**config.mk**
```make
export PLATFORM = sky130hd
export DESIGN_NAME = ezr_cell
export DESIGN_NICKNAME = d
export VERILOG_FILES = /design/src/hdl/ezr_pkg.sv /design/src/hdl/ezr_cell.sv
export SDC_FILE = /design/constraint.sdc
export NUM_CORES = 1
export LEC_CHECK = 0
export BUFFER_PORTS_ARGS = -buffer_cell sky130_fd_sc_hd__clkbuf_2
export CORE_ASPECT_RATIO = 1.25
export CORE_UTILIZATION = 40
export CTS_CLUSTER_DIAMETER = 80
export CTS_CLUSTER_SIZE = 14
export DETAILED_ROUTE_END_ITERATION = 8
export RECOVER_POWER = 100
export REMOVE_ABC_BUFFERS = 1
export SETUP_SLACK_MARGIN = 0.5
export SLEW_MARGIN = 0
export SYNTH_ARGS = -nofsm -noshare
export SYNTH_HDL_FRONTEND = slang
export SYNTH_SLANG_ARGS = --single-unit
```
**constraint.sdc**
```tcl
create_clock -name clk -period 4.15 [get_ports clk]
set_input_delay 0.2075 -clock clk [delete_from_list [all_inputs] [get_ports clk]]
set_output_delay 0.2075 -clock clk [all_outputs]
set_load 0.03 [all_outputs]
```
**src/hdl/ezr_pkg.sv**
```systemverilog
// ============================================================================
// ezr_pkg: shared types and constants for the Euler ZYX rotation matrix block
// CORDIC gain, fold limits and arctangent table at 32 fractional bits.
// ============================================================================
package ezr_pkg;

  localparam int AccW = 36;  // Q3.32 plus headroom
  localparam int TableLen = 31;

  localparam logic signed [AccW-1:0] PiQ32     = 36'sd13493037705;
  localparam logic signed [AccW-1:0] HalfPiQ32 = 36'sd6746518852;
  localparam logic signed [AccW-1:0] GainQ32   = 36'sd2608131496;

  typedef logic signed [AccW-1:0] acc_t;

  // one CORDIC lane: rotation vector, residual angle, fold flag
  typedef struct packed {
    acc_t x;
    acc_t y;
    acc_t z;
    logic neg;
  } lane_t;

  function automatic acc_t atan_q32(input int i);
    acc_t r;
    r = '0;
    case (i)
      0: r = 36'sd3373259426;   1: r = 36'sd1991351318;
      2: r = 36'sd1052175346;   3: r = 36'sd534100635;
      4: r = 36'sd268086748;    5: r = 36'sd134174063;
      6: r = 36'sd67103403;     7: r = 36'sd33553749;
      8: r = 36'sd16777131;     9: r = 36'sd8388597;
      10: r = 36'sd4194303;     11: r = 36'sd2097152;
      12: r = 36'sd1048576;     13: r = 36'sd524288;
      14: r = 36'sd262144;      15: r = 36'sd131072;
      16: r = 36'sd65536;       17: r = 36'sd32768;
      18: r = 36'sd16384;       19: r = 36'sd8192;
      20: r = 36'sd4096;        21: r = 36'sd2048;
      22: r = 36'sd1024;        23: r = 36'sd512;
      24: r = 36'sd256;         25: r = 36'sd128;
      26: r = 36'sd64;          27: r = 36'sd32;
      28: r = 36'sd16;          29: r = 36'sd8;
      30: r = 36'sd4;
      default: r = '0;
    endcase
    return r;
  endfunction

endpackage

```
**src/hdl/ezr_cell.sv**
```systemverilog
// ============================================================================
// ezr_cell: one CORDIC micro-rotation cell for three angle lanes
// Registers the rotated lanes when the chain advances.
// ============================================================================
module ezr_cell import ezr_pkg::*; #(
  parameter int Stage = 0
) (
  input  logic  clk,
  input  logic  en,
  input  lane_t lane_in  [3],
  output lane_t lane_out [3]
);

  localparam acc_t Step = atan_q32(Stage);

  lane_t lane_next [3];

  // rotate each lane toward zero residual angle
  always_comb begin
    for (int k = 0; k < 3; k++) begin
      lane_next[k].neg = lane_in[k].neg;
      if (Stage >= TableLen) begin
        lane_next[k] = lane_in[k];
      end else if (!lane_in[k].z[AccW-1]) begin
        lane_next[k].x = lane_in[k].x - (lane_in[k].y >>> Stage);
        lane_next[k].y = lane_in[k].y + (lane_in[k].x >>> Stage);
        lane_next[k].z = lane_in[k].z - Step;
      end else begin
        lane_next[k].x = lane_in[k].x + (lane_in[k].y >>> Stage);
        lane_next[k].y = lane_in[k].y - (lane_in[k].x >>> Stage);
        lane_next[k].z = lane_in[k].z + Step;
      end
    end
  end

  always_ff @(posedge clk) begin
    if (en) begin
      lane_out <= lane_next;
    end
  end

endmodule

```
==> flow_summary_export.csv <==
group,metric,value,unit
synth,synth_edf_count,324,
timing,worst_pin_slew,3.22,ns
timing,slew_headroom,-114,%
synth,ys.flop_type,"edfxtp_1",
grt,grt_pass1_vias,30500,
power_and_ir_drop,p_sw_share,41.9,%
synth,async_flop_share,0,%
place,portBuffers,655,
layout,regArea,0.00973,mm2
floorplanning,die_area,0.0836,mm2
power_and_ir_drop,pwr-share-clk,24.0,%
drt,vias_per_cell,5.68,
layout,regMostFlops,"lane_out",
layout,area_delta_synth_final,15.8,%
layout,largestRegisters,"lane_out: 324 flops",
grt,antenna_found_initial,35,
power_and_ir_drop,seqPwrFrac,33.4,%
floorplanning,die_h,323,um
critical_path,crit_path_start,"lane_in[254]",
critical_path,worstSetupPathType,"input pin to register",
layout,nets,5215,
clock_tree,ctsLongestPathBuffers,3,
grt,grt_max_degree,92,
clock_tree,numCtsBuffers,35,
synth,synth_cell_types,85,
layout,largest_reg_flops,324,
synth,syn-cell-area,0.0330,mm2
drt,wl,123000,um
floorplanning,die_x,259,um
grt,grt-ovfl-total,0,
flow_run,max_cap_viol_count,10,
place,place_inst,5483,
synth,synth_area_per_cell,8.55,um2
drt,drtAntennaViolNets,0,
place,post-dp-hpwl,99500,um
layout,multiInputGateArea,0.0213,mm2
timing,setup_tns,0,ns
critical_path,cp.arrival,4.02,ns
clock_tree,cts.sinks,324,
timing,rsz0062_at_grt,"no",
layout,n_fill_cell,8296,
drt,post_drt_wl_per_cell,22.1,um
power_and_ir_drop,pwr_density_cell,360,mW/mm2
floorplanning,initial_core_util,40.4,%
timing,setup_viol,0,
place,gp_congestion,0.957,
clock_tree,cts_root_buffer,"clkbuf_16",
timing,fmax,0.270,GHz
power_and_ir_drop,p_int,7.99,mW
critical_path,worstSetupEndpoint,"lane_out[251]$_DFFE_PP_",
timing,post-route-period-util,89.2,%
floorplanning,ioPinCount,656,
clock_tree,cts_tree,"built",
clock_tree,post_cts_resized,0,
clock_tree,cts.htree.levels,2,
drt,firstDrtPassIters,6,
run_status,failed_checks,"max-capacitance violations, max-slew violations",
critical_path,crit_required,4.47,ns
timing,hold_violations,0,
layout,finalNonFillerCells,5567,
synth,synthCells,3854,
grt,grtUsageTotal,28.3,%
drt,drt-initial-drc-count,2589,
run_status,status,"finished, violations left",
timing,final.min_clock_period,3.70,ns
floorplanning,rows,117,
min_path,hold_start,"lane_in[73]",
layout,drive_gt1_share,9.96,%
drt,num_vias,31600,
power_and_ir_drop,p_switching,5.75,mW
power_and_ir_drop,power_frac_comb,42.6,%
synth,ys_warn_count,0,
critical_path,critPathLaunchType,"input pin",
floorplanning,core-area,0.0815,mm2
synth,synth-seq-area-share,29.5,%
power_and_ir_drop,irDropWorstVdd,0.298,mV
power_and_ir_drop,p_leak,16.4,nW
drt,post-route-drc-count,0,
critical_path,cp_max_fo,21,
min_path,hold_path.class,"input pin to register",
clock_tree,clkTransAtPathRegs,0.07,ns
critical_path,cp-end-kind,"register",
synth,synth-seq-cells,324,
grt,grt_pass1_wl,182000,um
timing,report.final.slew_viol_count,653,
-- worst max-delay path, cell delays in order --
cell	delay [ns]
buf_4	0.12
clkbuf_1	0.94
ha_1	0.49
a22o_1	0.26
o41ai_1	0.32
o21ai_0	0.28
a21oi_1	0.33
o21ai_0	0.13
a21oi_1	0.34
o21a_1	0.24
nor4b_1	0.07
a311o_1	0.27
-- power by group through the flow --
stage	clock network, mW	logic, mW	registers (mW)
after floorplan	0	2.80	5.68
after global placement	0	5.93	4.64
after detailed placement	0	5.92	4.64
after CTS	3.40	5.96	4.58
after global routing	3.47	6.30	4.62
final	3.30	5.85	4.58
-- routing by layer --
| layer | global-route usage, % | vias to the layer above | share of wire (%) |
|---|---|---|---|
| li1 | - | 15200 | - |
| met1 | 33.1 | 14900 | 39 |
| met2 | 48.1 | 1224 | 48 |
| met3 | 5.81 | 292 | 6.8 |
| met4 | 15.7 | 34 | 5.6 |
| met5 | 0 | - | 0.18 |
-- per-stage QoR --
stage / setup slack, ns / area (um2) / hold slack (ns) / util [%] / total power, mW
2_1_floorplan: 0.407 / 32400 / 0.306 / - / 8.49
3_3_place_gp: 0.388 / 37500 / 0.384 / 45.9 / 10.6
3_5_place_dp: 0.362 / 37500 / 0.387 / 45.9 / 10.6
4_1_cts: 0.820 / 38700 / 0.00729 / 47.5 / 13.9
5_1_grt: 0.289 / 38200 / 0.0426 / 46.8 / 14.4
6_report: 0.449 / 38200 / 0.0505 / 46.8 / 13.7
-- cell usage in the layout, fill, tap and decap left out, types with 27 or more instances in the layout --
| master | synthesis | routed |
|---|---|---|
| o31ai_1 | 35 | 37 |
| edfxtp_1 | 324 | 324 |
| nor3_1 | 70 | 71 |
| o21a_1 | 48 | 48 |
| nand3_1 | 53 | 53 |
| nand2_1 | 187 | 187 |
| nor2b_1 | 56 | 56 |
| o21bai_1 | 100 | 100 |
| a21o_1 | 124 | 124 |
| xor2_1 | 64 | 64 |
| clkbuf_16 | 0 | 37 |
| a21oi_1 | 484 | 484 |
| nand2b_1 | 51 | 51 |
| xnor2_1 | 229 | 229 |
| or3_1 | 27 | 27 |
| inv_1 | 336 | 335 |
| ha_1 | 414 | 414 |
| o21ai_0 | 257 | 260 |
| a211oi_1 | 42 | 42 |
| mux2i_1 | 33 | 33 |
| buf_4 | 4 | 39 |
| nor2_1 | 317 | 317 |
| o211ai_1 | 31 | 31 |
| clkbuf_1 | 111 | 356 |
| clkbuf_2 | 0 | 316 |
| a31oi_1 | 33 | 33 |
| nand4_1 | 45 | 45 |
-- cell type report --
| class | count | area share (%) |
|---|---|---|
| well taps | 1071 | 3.51 |
| multi-input cells | 3025 | 55.7 |
| flip-flops and latches | 324 | 25.5 |
| diodes | 19 | 0.125 |
| inverters | 351 | 3.45 |
| repair buffers | 723 | 8.71 |
| clock buffers | 37 | 2.43 |
| clock inverters | 17 | 0.544 |
-- Yosys cell counts (12+ instances only) --
cell / instances / area share (%)
a211o_1: 15 / 0.40
a211oi_1: 42 / 0.96
a21o_1: 124 / 2.8
a21oi_1: 484 / 7.3
a31oi_1: 33 / 0.63
and2_1: 23 / 0.44
and3_1: 20 / 0.38
buf_1: 29 / 0.33
clkbuf_1: 111 / 1.3
clkinv_1: 12 / 0.14
edfxtp_1: 324 / 30
fa_1: 12 / 0.73
ha_1: 414 / 16
inv_1: 336 / 3.8
mux2i_1: 33 / 1.0
nand2_1: 187 / 2.1
nand2b_1: 51 / 0.97
nand3_1: 53 / 0.80
nand3b_1: 13 / 0.30
nand4_1: 45 / 0.85
nor2_1: 317 / 3.6
nor2b_1: 56 / 1.1
nor3_1: 70 / 1.1
nor4_1: 18 / 0.34
o2111ai_1: 12 / 0.32
o211ai_1: 31 / 0.71
o21a_1: 48 / 1.1
o21ai_0: 257 / 3.9
o21bai_1: 100 / 2.3
o31ai_1: 35 / 0.80
o41ai_1: 14 / 0.37
or2_2: 12 / 0.23
or3_1: 27 / 0.51
xnor2_1: 229 / 6.1
xor2_1: 64 / 1.7
-- kinds of logic (layout without fill, tap and decap cells) --
kind of cell | Yosys count | after routing | synth area share (%)
buffers and inverters | 505 | 1128 | 5.83
other | 0 | 19 | 0
XOR/XNOR | 293 | 293 | 7.78
multiplexers | 36 | 36 | 1.10
adder cells (fa/ha/maj) | 426 | 426 | 16.4
AND/OR/NAND/NOR | 923 | 923 | 13.5
flip-flops | 324 | 324 | 29.5
AO/OA/AOI/OAI | 1347 | 1347 | 25.9
-- how the worst min path moves through the flow --
stage	depth (start not counted)	slack, ns	end
4_1_cts	2	0.007	lane_out[3]$_DFFE_PP_
5_1_grt	2	0.04	lane_out[3]$_DFFE_PP_
3_3_place_gp	1	0.38	lane_out[219]$_DFFE_PP_
3_5_place_dp	1	0.39	lane_out[0]$_DFFE_PP_
6_report	3	0.05	lane_out[37]$_DFFE_PP_
2_1_floorplan	0	0.31	lane_out[0]$_DFFE_PP_
-- what timing repair did --
item	CTS	global route
hold endpoints to repair	11	0
hold buffers	11	0
buffers inserted	0	0
(Power assumes the default switching activity.)
